==> src/sv/b64u_pkg.sv <==
// Shared types, constants and the character lookup for the base64url stream encoder.
package b64u_pkg;

	localparam int CharW = 8;
	localparam int SextetW = 6;
	localparam int MaxChars = 4;
	localparam int IdxW = 2;

	localparam logic [CharW-1:0] PadChar = 8'h3D;

	typedef logic [1:0] group_pos_t;

	localparam group_pos_t PosFirst = 2'd0;
	localparam group_pos_t PosSecond = 2'd1;
	localparam group_pos_t PosThird = 2'd2;

	typedef struct packed {
		logic [MaxChars-1:0][CharW-1:0] chars;
		logic [IdxW-1:0] last_idx;
		logic fin;
	} bundle_t;

	function automatic logic [CharW-1:0] sextet_char(input logic [SextetW-1:0] v);
		logic [CharW-1:0] r;
		r = 8'h41;
		case (v) inside
			[6'd0:6'd25]: r = 8'h41 + {2'b00, v};
			[6'd26:6'd51]: r = 8'h61 + ({2'b00, v} - 8'd26);
			[6'd52:6'd61]: r = 8'h30 + ({2'b00, v} - 8'd52);
			6'd62: r = 8'h2D;
			6'd63: r = 8'h5F;
			default: r = 8'h41;
		endcase
		return r;
	endfunction

endpackage

==> src/sv/b64u_encode.sv <==
// Group position tracking and per-byte character generation.
module b64u_encode (
	input logic clk,
	input logic arst_n,
	input logic accept,
	input logic [7:0] data_byte,
	input logic final_byte,
	output b64u_pkg::bundle_t bundle
);

	b64u_pkg::group_pos_t group_position_q;
	b64u_pkg::group_pos_t pos_next;
	logic [3:0] carry_bits_q;
	logic [3:0] carry_next;

	always_comb begin
		bundle.chars = '{default: b64u_pkg::PadChar};
		bundle.fin = final_byte;
		bundle.last_idx = 2'd0;
		pos_next = group_position_q;
		carry_next = carry_bits_q;
		case (group_position_q)
			b64u_pkg::PosSecond: begin
				bundle.chars[0] = b64u_pkg::sextet_char({carry_bits_q[1:0], data_byte[7:4]});
				if (final_byte) begin
					bundle.chars[1] = b64u_pkg::sextet_char({data_byte[3:0], 2'b00});
					bundle.last_idx = 2'd2;
				end else begin
					carry_next = data_byte[3:0];
					pos_next = b64u_pkg::PosThird;
				end
			end
			b64u_pkg::PosThird: begin
				bundle.chars[0] = b64u_pkg::sextet_char({carry_bits_q, data_byte[7:6]});
				bundle.chars[1] = b64u_pkg::sextet_char(data_byte[5:0]);
				bundle.last_idx = 2'd1;
				carry_next = 4'd0;
				pos_next = b64u_pkg::PosFirst;
			end
			default: begin
				bundle.chars[0] = b64u_pkg::sextet_char(data_byte[7:2]);
				if (final_byte) begin
					bundle.chars[1] = b64u_pkg::sextet_char({data_byte[1:0], 4'b0000});
					bundle.last_idx = 2'd3;
				end else begin
					carry_next = {2'b00, data_byte[1:0]};
					pos_next = b64u_pkg::PosSecond;
				end
			end
		endcase
		if (final_byte) begin
			pos_next = b64u_pkg::PosFirst;
			carry_next = 4'd0;
		end
	end

	always_ff @(posedge clk or negedge arst_n) begin
		if (!arst_n) begin
			group_position_q <= b64u_pkg::PosFirst;
			carry_bits_q <= 4'd0;
		end else if (accept) begin
			group_position_q <= pos_next;
			carry_bits_q <= carry_next;
		end
	end

	a_final_clears: assert property (@(posedge clk) disable iff (!arst_n)
		accept && final_byte |=> group_position_q == b64u_pkg::PosFirst && carry_bits_q == 4'd0)
		else $error("state not cleared after final byte");

	a_pos_reachable: assert property (@(posedge clk) disable iff (!arst_n)
		group_position_q != 2'd3)
		else $error("group position reached three");

	a_first_carry_narrow: assert property (@(posedge clk) disable iff (!arst_n)
		group_position_q != b64u_pkg::PosThird |-> carry_bits_q[3:2] == 2'b00)
		else $error("carry holds more than two bits outside third position");

endmodule

==> src/sv/b64u_serializer.sv <==
// Character bundle register and an output register that takes one character per cycle while out_stall is low.
module b64u_serializer (
	input logic clk,
	input logic arst_n,
	input logic load,
	input b64u_pkg::bundle_t bundle,
	output logic ready,
	output logic out_valid,
	input logic out_stall,
	output logic [7:0] out_char,
	output logic end_of_message
);

	b64u_pkg::bundle_t bundle_s1;
	logic valid_s1;
	logic [b64u_pkg::IdxW-1:0] idx_q;
	logic out_valid_s2;
	logic [7:0] out_char_s2;
	logic eom_s2;
	logic out_load;
	logic move;
	logic is_last;

	assign out_load = !out_valid_s2 || !out_stall;
	assign move = valid_s1 && out_load;
	assign is_last = idx_q == bundle_s1.last_idx;
	assign ready = !valid_s1 || (move && is_last);

	always_ff @(posedge clk or negedge arst_n) begin
		if (!arst_n) begin
			valid_s1 <= 1'b0;
			idx_q <= '0;
			out_valid_s2 <= 1'b0;
		end else begin
			if (load) begin
				valid_s1 <= 1'b1;
				idx_q <= '0;
			end else if (move && is_last) begin
				valid_s1 <= 1'b0;
			end else if (move) begin
				idx_q <= idx_q + 1'b1;
			end
			if (out_load) begin
				out_valid_s2 <= move;
			end
		end
	end

	always_ff @(posedge clk) begin
		if (load) begin
			bundle_s1 <= bundle;
		end
		if (move) begin
			out_char_s2 <= bundle_s1.chars[idx_q];
			eom_s2 <= bundle_s1.fin && is_last;
		end
	end

	assign out_valid = out_valid_s2;
	assign out_char = out_char_s2;
	assign end_of_message = eom_s2;

	a_idx_in_range: assert property (@(posedge clk) disable iff (!arst_n)
		valid_s1 |-> idx_q <= bundle_s1.last_idx)
		else $error("character index beyond bundle");

	a_load_when_ready: assert property (@(posedge clk) disable iff (!arst_n)
		load |-> ready)
		else $error("bundle overwritten while characters remain");

	a_partial_keeps: assert property (@(posedge clk) disable iff (!arst_n)
		move && !is_last |=> valid_s1 && out_valid_s2)
		else $error("bundle dropped before its last character");

endmodule

==> src/sv/base64url_stream_encoder_unit.sv <==
// Top level of the base64url stream encoder with '=' padding.
// Each input transfer carries one message byte and a flag on the message's last byte; each
// output transfer carries one URL-safe base64 character or '=' pad, with end_of_message set on
// the final character. A byte produces one character, two on the third byte of a group, and
// three or four on a final byte that closes a partial group. Characters leave through a single
// output register at one per cycle while out_stall is low, so a byte holds the input until
// its characters have all moved to that register. The next byte is taken in the cycle its
// predecessor's last character moves to the output register. Each character passes through
// the bundle register and then the output register.
module base64url_stream_encoder_unit (
	input logic clk,
	input logic arst_n,
	input logic in_valid,
	output logic in_stall,
	input logic [7:0] data_byte,
	input logic final_byte,
	output logic out_valid,
	input logic out_stall,
	output logic [7:0] out_char,
	output logic end_of_message
);

	b64u_pkg::bundle_t bundle;
	logic ready;
	logic accept;

	assign accept = in_valid && ready;
	assign in_stall = !ready;

	b64u_encode u_encode (
		.clk(clk),
		.arst_n(arst_n),
		.accept(accept),
		.data_byte(data_byte),
		.final_byte(final_byte),
		.bundle(bundle)
	);

	b64u_serializer u_serializer (
		.clk(clk),
		.arst_n(arst_n),
		.load(accept),
		.bundle(bundle),
		.ready(ready),
		.out_valid(out_valid),
		.out_stall(out_stall),
		.out_char(out_char),
		.end_of_message(end_of_message)
	);

endmodule
==> config.mk <==
export PLATFORM = sky130hd
export DESIGN_NAME = base64url_stream_encoder_unit
export DESIGN_NICKNAME = d
export VERILOG_FILES = /design/src/sv/b64u_pkg.sv /design/src/sv/b64u_encode.sv /design/src/sv/b64u_serializer.sv /design/src/sv/base64url_stream_encoder_unit.sv
export SDC_FILE = /design/constraint.sdc
export NUM_CORES = 1
export LEC_CHECK = 0
export ABC_AREA = 1
export BUFFER_PORTS_ARGS = -buffer_cell sky130_fd_sc_hd__buf_2
export CORE_ASPECT_RATIO = 2
export CORE_MARGIN = 2
export CORE_UTILIZATION = 45
export DETAILED_ROUTE_END_ITERATION = 10
export SYNTH_ARGS = -nofsm -noshare
export SYNTH_HDL_FRONTEND = slang
export SYNTH_SLANG_ARGS = --single-unit
==> constraint.sdc <==
create_clock -name clk -period 3.8 [get_ports clk]
set_input_delay 0 -clock clk [delete_from_list [all_inputs] [get_ports clk]]
set_output_delay 0 -clock clk [all_outputs]
set_load 0.01 [all_outputs]
==> results_dict.tcl, run 1 <==
set metrics [dict create \
    status "completed" \
    setup_viol 0 \
    startpoint "u_encode.carry_bits_q[0]" \
    internal_power_mw 1.45 \
    skew_ps 3.55 \
    nets 877 \
    switching_share_pct 49.2 \
    synth_top_area_share_pct 19.9 \
    die_w_um 78.9 \
    required_ps 3830 \
    core-area_sq_um 10900 \
    crit_buf_inv 2 \
    whs_path_depth 1 \
    critPathTopFamily "flip-flops" \
    tns_ps 0 \
    row_count 54 \
    maxCapViolCount 0 \
    fill_cells 1203 \
    pwr-share-clk_pct 14.5 \
    grt_overflow 0 \
    post-route-period-util_pct 73.7 \
    antenna_found_initial 0 \
    p_per_area_nw_per_um2 531 \
    synth_area_leaders "nand2_1 (20%), edfxtp_1 (17%), ha_1 (12%), nand3_1 (10%), inv_1 (5.8%)" \
    die_h_um 154 \
    syn_area_sq_um 5050 \
    reg2regPathDepth 15 \
    syn_avg_cell_area_sq_um 6.31 \
    post-place-ws_ps 1040 \
    port_buffers 23 \
    ys_types 46 \
    r2r_start "u_encode.carry_bits_q[0]" \
    final_cell_mix "nand2_1 (268), nand3_1 (101), inv_1 (78), nor2_1 (63), ha_1 (50)" \
    synth.largest_area_cell "nand2_1" \
    holdCritPathClass "in -> reg" \
    dr.pass1.iters 6 \
    grt_pass1_wl_um 26300 \
    root_buffer "clkbuf_16" \
    min_to "u_serializer.bundle_s1[0]" \
    fmax_ghz 0.357 \
    regToRegSetupSlack_ps 1000 \
    start_util_pct 46.2 \
    ant_nets 0 \
    drtIter0Drc 340 \
    routed_wirelength_um 16700 \
    final.setup.worst_slack_ps 998 \
    grt_max_degree 20 \
    final_common_cell "nand2_1" \
    crit_arrival_ps 2830 \
    switching_power_mw 1.40 \
    syn2layout_area_growth_pct 6.31 \
    p_seq_share_pct 27.6 \
    cts.path.max_buffers 2 \
    layout-drive-gt1-share_pct 9.82 \
    fin_crit_ps 2800 \
    netlist_instances 801 \
    yosysSeqAreaShare_pct 21.6 \
    max_slew_margin_pct 45.3 \
    critPathCaptureType "flip-flop" \
    dp_cells 944 \
    drv_slew 0 \
    worstHoldStart "final_byte" \
    globalplace.congestion 1.01 \
    dieArea_sq_um 12100 \
    cp-start-kind "flip-flop" \
    io_pins 24 \
    grt.total_usage_pct 27.8 \
    ys_seq_elements 38 \
    vdd_ir_drop_max_uv 342 \
    dpl.hpwl_um 13500 \
    via_per_inst 5.51 \
    drcViolationCount 0 \
    grt_pass1_vias 5056 \
    worstSkewPairLatency_ps 280 \
    rsz0062_at_grt "false" \
    slowest_stage "dfrtp_1" \
    path_class "reg -> reg" \
    cp_common_cell "nand2_1" \
    synth_nets 864 \
    cts_tree "yes" \
    cp_slowest_stage_delay_ps 690 \
    clk_pin_slew_ps 60 \
    wl_per_cell_um 17.5 \
    final_util_pct 49.1 \
    hold_violations 0 \
    r2r_end "u_serializer.bundle_s1[9]" \
    instances_no_fill 955 \
    synth_warnings 0 \
    crit_path_cell_trace "inv_1 > ha_1 > xor2_1 > ha_1 > o21bai_1 > nand2_1 > nand2_1 > nand3_1 > nand2_1 > inv_1 > nand2_1 > nand2_1 > nand2_1 > nand2_1 > nand2_1" \
    h-tree-depth 2 \
    p_comb_share_pct 57.9 \
    tightestPinTransition_ps 820 \
    cts_buffers 5 \
    worst-path-max-fanout 10 \
    numClockSinks 38 \
    antennaDiodeCount 0 \
    vias 5266 \
    p_leak_nw 2.70 \
]
## sequential cells by signal (all words and copies together) (netlist names)
signal / flops
u_serializer.out_valid: 1
u_serializer.out_char: 8
u_encode.carry_bits_q: 4
u_serializer.end_of_message: 1
u_serializer.bundle_s1: 19
u_serializer.idx_q: 2
u_encode.group_position_q: 2
u_serializer.valid_s1: 1
## per-stage QoR
step	total power [mW]	hold slack (ps)	cell area (sq um)
3_3_place_gp	2.42	-127	5190
6_report	2.86	56.5	5370
3_5_place_dp	2.43	-120	5190
4_1_cts	2.84	48.2	5370
2_1_floorplan	1.98	-296	5050
5_1_grt	3.09	51.4	5370
## worst reg2reg max path: cells and delay by family, from the launching register on
| kind | cells | cell delay (ps) |
|---|---|---|
| simple gates | 9 | 560 |
| flops | 1 | 690 |
| compound gates | 1 | 150 |
| buf+inv | 2 | 420 |
| xor+xnor | 1 | 160 |
| fa+ha+maj | 2 | 570 |
## what timing repair did
item	CTS	global route
resized for setup	0	0
hold endpoints to repair	12	0
setup buffers	0	0
hold buffers	3	0
## cell usage after synthesis (all sizes together)
cell,number
a21oi,24
clkbuf,2
nand3b,3
xor2,14
or2,5
a31oi,1
nand2,281
ha,50
edfxtp,28
nor3,2
a21boi,1
clkinv,4
o22ai,4
o31ai,2
nor2,68
a21o,1
nand3,105
and2,2
dfrtp,10
o211ai,4
nand4,7
o21bai,4
o21ai,54
nor3b,1
nor4,1
buf,20
xnor2,7
inv,95
a221oi,1
## final cells by class
cell class	count	area, sq um	area share [%]
inverters	99	380	7.08
clock buffers	7	143	2.65
multi-input cells	642	3420	63.6
well taps	140	175	3.26
flip-flops and latches	38	1090	20.3
repair buffers	28	160	2.98
clock inverters	1	5.00	0.0932
## metal layers
layer  vias up  global-route usage, %  share of wire, %
met5         -                      0                 0
met4         0                   13.7               6.0
met3        61                   1.58               2.7
met2       173                   55.4                56
met1      2417                   27.9                35
li1       2615                      -                 -
## worst max path at each step
stage          slack (ps)                        end  cells after the start
3_5_place_dp         1040  u_serializer.bundle_s1[9]                     15
2_1_floorplan        1650  u_serializer.bundle_s1[9]                     16
3_3_place_gp         1020  u_serializer.bundle_s1[9]                     15
4_1_cts              1000  u_serializer.bundle_s1[9]                     15
6_report             1000  u_serializer.bundle_s1[9]                     15
5_1_grt               780  u_serializer.bundle_s1[9]                     15
## power groups by stage
stage          clock [mW]  sequential [mW]  combinational [mW]
2_1_floorplan           0            0.750                1.23
3_3_place_gp            0            0.792                1.62
3_5_place_dp            0            0.793                1.63
4_1_cts             0.416            0.788                1.64
5_1_grt             0.428            0.805                1.86
6_report            0.414            0.788                1.65
## kinds of logic after synthesis
group | Yosys count | share of synthesized area [%]
flops | 38 | 21.6
fa+ha+maj | 50 | 12.4
compound gates | 96 | 10.7
simple gates | 475 | 40.8
buf+inv | 121 | 10.8
xor+xnor | 21 | 3.79
Power figures use the tool's default switching activity.
==> run 2: changes to the inputs <==
--- a/config.mk
+++ b/config.mk
@@ -5,7 +5,7 @@
 export SDC_FILE = /design/constraint.sdc
 export NUM_CORES = 1
 export LEC_CHECK = 0
-export ABC_AREA = 1
+export ABC_AREA = 0
 export BUFFER_PORTS_ARGS = -buffer_cell sky130_fd_sc_hd__buf_2
 export CORE_ASPECT_RATIO = 2
 export CORE_MARGIN = 2
==> constraint.sdc (replaced) <==
create_clock -name clk -period 2.5 [get_ports clk]
set_input_delay 0 -clock clk [delete_from_list [all_inputs] [get_ports clk]]
set_output_delay 0 -clock clk [all_outputs]
set_load 0.01 [all_outputs]
==> run 2 against run 1 <==
  * Synthesized area down 1.6%
  * Design area rose by 19%
  * Power increased by 93%
  * Die area shrank 1.5%
  * Fmax grew 15%
  * Core utilization increased by 9.8 points
  * Synthesized cell count is 24% lower
  * Via count is 0.15% higher
  * Final cell count down 9.9%
  * Clock power grew 100%
  * Setup slack got worse by 930 ps
  * Clock skew grew 3.5 ps
  * Critical path type unchanged
  * Critical endpoint is now u_serializer.bundle_s1[8]
==> results_dict.tcl, run 2 <==
set metrics [dict create \
    crit_arrival_ps 2440 \
    design_area_sq_um 6370 \
    globalplace.congestion 0.988 \
    reg2regPathDepth 9 \
    post-route-period-util_pct 97.1 \
    grt_pass1_vias 5371 \
    p_per_area_nw_per_um2 866 \
    skew_ps 7.04 \
    ant_nets 0 \
    antenna_found_initial 0 \
    synth_area_leaders "edfxtp_1 (17%), ha_1 (13%), xnor2_1 (6.3%), dfrtp_1 (5.0%), nand2_1 (4.3%)" \
    via_per_inst 6.13 \
    dr.pass1.iters 5 \
    worstSkewPairLatency_ps 280 \
    wl_per_cell_um 21.7 \
    synth_warnings 0 \
    met1_length_um 6260 \
    setup_viol 0 \
    io_pins 24 \
    synth_edf_count 28 \
    synth.most_common_cell "nand2_1" \
    p_leak_nw 2.64 \
    grt_overflow 0 \
    tightestPinTransition_ps 685 \
    syn2layout_area_growth_pct 28.1 \
    netlist_instances 608 \
    rsz0062_at_grt "true" \
    drcViolationCount 0 \
    cts_buffers 5 \
    critPathCaptureType "flip-flop" \
    drtIter0Drc 378 \
    hold_violations 0 \
    fin_crit_ps 2430 \
    row_count 54 \
    largest_register_ffs 19 \
    worst-path-max-fanout 7 \
    ys_seq_elements 38 \
    yosysSeqAreaShare_pct 21.9 \
    final_cell_mix "buf_4 (113), nand2_1 (57), ha_1 (47), nor2_1 (42), xnor2_1 (36)" \
    syn_area_sq_um 4970 \
    top_register "u_serializer.bundle_s1" \
    start_util_pct 46.0 \
    vdd_ir_drop_max_uv 592 \
    holdCritPathClass "in -> async" \
    ys.flop_type "edfxtp_1" \
    layout-drive-gt1-share_pct 28.1 \
    met3WireLength_um 705 \
    path_class "reg -> reg" \
    die_w_um 78.3 \
    drv_slew 0 \
    synth_top_area_share_pct 16.9 \
    r2r_start "u_encode.carry_bits_q[0]" \
    grt_max_degree 34 \
    core-area_sq_um 10800 \
    fmax_ghz 0.412 \
    synth_nets 671 \
    vias 5274 \
    root_buffer "clkbuf_16" \
    instances_no_fill 860 \
    regToRegSetupSlack_ps 70 \
    fill_cells 1015 \
    final.setup.worst_slack_ps 72.4 \
    h-tree-depth 2 \
    dpl-instance-area_sq_um 5960 \
    status "completed" \
    dp_cells 845 \
    dpl.hpwl_um 14900 \
    synth_common_cells "nand2_1 (57), ha_1 (50), nor2_1 (44)" \
    final_util_pct 58.9 \
    numClockSinks 38 \
    cts_tree "yes" \
    synth.largest_area_cell "edfxtp_1" \
    dr.max_layer_used "met4" \
    routed_wirelength_um 18700 \
    port_buffers 23 \
    wl_met2_um 10000 \
    grt.total_usage_pct 31.8 \
    maxCapViolCount 0 \
    dieArea_sq_um 12000 \
    syn_avg_cell_area_sq_um 8.18 \
    cp-start-kind "flip-flop" \
    required_ps 2520 \
    r2r_end "u_serializer.bundle_s1[8]" \
    antennaDiodeCount 0 \
    final_common_cell "buf_4" \
    cts.path.max_buffers 2 \
    clk_pin_slew_ps 60 \
    post-place-ws_ps -197 \
    max_slew_margin_pct 54.0 \
    grt_pass1_wl_um 29100 \
    die_h_um 153 \
    nets 782 \
    ys_types 80 \
    holdWs_ps 140 \
    async_reset_ff_share_pct 26.3 \
]
-- run 2: changes by cell type in the layout (fill, tap and decap cells not counted), moves of 21 or more --
cell,delta
buf_4,+111
inv_1,-65
nand2_1,-211
nand3_1,-74
nor2_1,-21
xnor2_1,+29
-- run 2: worst max-delay path by stage --
stage / end / from / cells past startpoint
after global placement: u_serializer.bundle_s1[10] / u_encode.carry_bits_q[0] / 10
after detailed placement: u_serializer.bundle_s1[10] / u_encode.carry_bits_q[0] / 11
after global routing: u_serializer.bundle_s1[9] / u_encode.carry_bits_q[0] / 9
final: u_serializer.bundle_s1[8] / u_encode.carry_bits_q[0] / 9
after CTS: u_serializer.bundle_s1[10] / u_encode.carry_bits_q[0] / 10
after floorplan: u_serializer.bundle_s1[9] / data_byte[3] / 9
-- run 2: repair_timing --
| action | CTS | global route |
|---|---|---|
| buffers inserted | 0 | 4 |
| hold buffers | 3 | 0 |
| hold endpoints to repair | 12 | 0 |
| pin swaps | 1 | 6 |
| endpoints found under the setup margin | 6 | 7 |
| gates resized for setup | 5 | 35 |
-- run 2: per-stage QoR --
stage	TNS [ps]	total power, mW
after floorplan	0	3.16
after global placement	-314	4.44
after detailed placement	-455	4.45
after CTS	0	5.32
after global routing	-112	5.89
final	0	5.52
-- run 2: report_power, final --
group / total, mW / switching, mW / internal, mW
registers: 1.14 / 0.132 / 1.01
logic: 3.55 / 2.02 / 1.53
clock network: 0.826 / 0.253 / 0.573
total: 5.52 / 2.41 / 3.11
-- run 2: logic make-up after synthesis --
kind of cell / after synthesis / synth area share (%)
AND/OR/NAND/NOR: 209 / 21.2
multiplexers: 9 / 1.86
flip-flops: 38 / 21.9
adder cells (fa/ha/maj): 50 / 12.6
XOR/XNOR: 59 / 10.8
AO/OA/AOI/OAI: 183 / 26.1
buffers and inverters: 60 / 5.48
-- run 2: worst max-delay path: stages (launching register included) --
cell      delay [ps]
dfrtp_2          450
buf_4            140
ha_2             220
nor2_2            60
a31oi_2          170
o31a_1           320
nand2_1          120
o221a_2          280
o221ai_2         290
a21oi_1          110
-- run 2: routing by layer --
metal / track usage [%] / vias to the layer above
met2: 58.2 / 223
li1: - / 2466
met1: 31.5 / 2496
met4: 24.3 / 0
met5: 0 / -
met3: 3.67 / 89
-- run 2: layout make-up --
class                      instances  area (sq um)  share of cell area (%)
timing repair buffer             144          1080                    16.9
sequential                        38          1090                    17.1
tap                              140           175                    2.75
multi-input combinational        510          3760                    59.0
clock inverter                     3          68.8                    1.08
inverter                          20          75.1                    1.18
clock buffer                       5           125                    1.96
==> run 3: changes to the inputs <==
--- a/config.mk
+++ b/config.mk
@@ -6,11 +6,11 @@
 export NUM_CORES = 1
 export LEC_CHECK = 0
 export ABC_AREA = 0
-export BUFFER_PORTS_ARGS = -buffer_cell sky130_fd_sc_hd__buf_2
 export CORE_ASPECT_RATIO = 2
 export CORE_MARGIN = 2
 export CORE_UTILIZATION = 45
 export DETAILED_ROUTE_END_ITERATION = 10
+export DONT_BUFFER_PORTS = 1
 export SYNTH_ARGS = -nofsm -noshare
 export SYNTH_HDL_FRONTEND = slang
 export SYNTH_SLANG_ARGS = --single-unit
==> run 3 against run 2 <==
  * Fmax down 0.87%
  * Global-route usage down 1.5 points
  * Sequential power up 9%
  * Sequential cell count unchanged
  * Final cell count down 6.3%
  * Power down 4.4%
  * Count of clock-buffer cells in the layout unchanged
  * Critical path depth down 1
  * Setup slack worse by 21 ps
  * First-iteration DRC count down 23%
  * Hold slack worse by 120 ps
  * Routed wire length down 3.1%
==> results_dict.tcl, run 3 (synthesis results as in run 2) <==
set metrics [dict create \
    status "completed" \
    p_comb_share_pct 60.8 \
    start_util_pct 46.0 \
    routed_wirelength_um 18100 \
    row_count 54 \
    die_w_um 78.3 \
    r2r_end "u_serializer.bundle_s1[9]" \
    clk_pin_slew_ps 60 \
    cts_tree "yes" \
    holdCritPathClass "in -> reg" \
    hold_violations 0 \
    wl_per_cell_um 22.4 \
    h-tree-depth 2 \
    multi_input_area_sq_um 3780 \
    dieArea_sq_um 12000 \
    globalplace.congestion 0.928 \
    cp-start-kind "flip-flop" \
    post-place-ws_ps -80.6 \
    switching_share_pct 43.9 \
    dr.pass1.iters 5 \
    grt.total_usage_pct 30.2 \
    max_slew_margin_pct 62.5 \
    holdWs_ps 18.9 \
    rsz0062_at_grt "true" \
    grt_pass1_wl_um 27800 \
    regToRegSetupSlack_ps 50 \
    skew_ps 5.95 \
    internal_power_mw 2.96 \
    largest_register_ffs 19 \
    syn2layout_area_growth_pct 21.3 \
    fmax_ghz 0.408 \
    reg2regPathDepth 8 \
    required_ps 2520 \
    p_seq_share_pct 23.4 \
    fin_crit_ps 2450 \
    p_leak_nw 2.38 \
    grt_overflow 0 \
    fill_cells 1038 \
    cts_buffers 5 \
    maxCapViolCount 0 \
    min_to "u_encode.carry_bits_q[0]" \
    cts.path.max_buffers 2 \
    p_per_area_nw_per_um2 875 \
    post-route-period-util_pct 98.0 \
    register_area_sq_um 1090 \
    tns_ps 0 \
    vdd_ir_drop_max_uv 663 \
    r2r_start "u_encode.carry_bits_q[0]" \
    grt_max_degree 34 \
    final_common_cell "buf_4" \
    dpl.hpwl_um 14000 \
    drcViolationCount 0 \
    tightestPinTransition_ps 558 \
    port_buffers 0 \
    antenna_found_initial 0 \
    io_pins 24 \
    pwr-share-clk_pct 15.8 \
    root_buffer "clkbuf_16" \
    core-area_sq_um 10800 \
    layout-drive-gt1-share_pct 20.6 \
    setup_viol 0 \
    grt_pass1_vias 5054 \
    worst-path-max-fanout 6 \
    path_class "reg -> reg" \
    whs_path_depth 3 \
    die_h_um 153 \
    final_cell_mix "buf_4 (80), nand2_1 (57), nor2_1 (44), ha_1 (44), xnor2_1 (36)" \
    final.setup.worst_slack_ps 51.1 \
    ant_nets 0 \
    worstHoldStart "final_byte" \
    drtIter0Drc 291 \
    critPathCaptureType "flip-flop" \
    via_per_inst 6.31 \
    numClockSinks 38 \
    antennaDiodeCount 0 \
    switching_power_mw 2.31 \
    drv_slew 0 \
    vias 5087 \
    worstSkewPairLatency_ps 280 \
    crit_arrival_ps 2470 \
    top_register "u_serializer.bundle_s1" \
    nets 728 \
]
## run 3: layer usage
layer | track usage [%] | share of wire [%]
met1 | 30.6 | 35
met2 | 55.5 | 53
met3 | 3.79 | 3.9
met4 | 21.1 | 8.0
met5 | 0 | 0
## run 3: worst max-delay path by stage
stage | start | end
finish | u_encode.carry_bits_q[0] | u_serializer.bundle_s1[9]
global route | u_encode.carry_bits_q[1] | u_serializer.bundle_s1[5]
CTS | u_encode.carry_bits_q[0] | u_serializer.bundle_s1[9]
detailed placement | u_encode.carry_bits_q[0] | u_serializer.bundle_s1[9]
global placement | u_encode.carry_bits_q[0] | u_serializer.bundle_s1[9]
floorplan | data_byte[3] | u_serializer.bundle_s1[9]
## run 3: area by class of cell
| cell class | instances | area share [%] |
|---|---|---|
| clock inverters | 3 | 1.14 |
| clock buffers | 5 | 2.07 |
| inverters | 20 | 1.29 |
| well taps | 140 | 2.90 |
| repair buffers | 90 | 11.8 |
| flip-flops and latches | 38 | 18.1 |
| multi-input cells | 510 | 62.7 |
## run 3: critical path, stage by stage (launching register included)
cell and delay [ps]:
dfrtp_2 500, inv_4 90, buf_4 140, buf_4 130, or3b_1 390, and3_1 180
o221ai_1 190, a311oi_1 200, or3_1 380
## run 3: power by group through the flow
stage | Clock, mW | Sequential, mW | Combinational, mW
final | 0.832 | 1.24 | 3.21
after global routing | 0.865 | 1.27 | 3.47
after CTS | 0.832 | 1.22 | 3.01
after detailed placement | 0 | 1.23 | 2.97
after global placement | 0 | 1.22 | 2.96
after floorplan | 0 | 1.13 | 2.03
## run 3: repair_timing
action                                 in CTS  in global routing
endpoints found under the hold margin      24                  0
gates resized for setup                     4                 31
pin swaps                                   0                  4
setup endpoints to repair                   4                  7
hold buffers                                8                  0
buffers inserted                            0                  4
## run 3: stage by stage
stage / instances / utilization [%] / instance area, sq um / total power, mW
CTS: 802 / 54.0 / 5830 / 5.07
global placement: 786 / 51.3 / 5550 / 4.18
finish: 806 / 55.8 / 6030 / 5.27
global route: 806 / 55.8 / 6030 / 5.60
detailed placement: 786 / 51.3 / 5550 / 4.20
floorplan: 608 / - / 4970 / 3.16
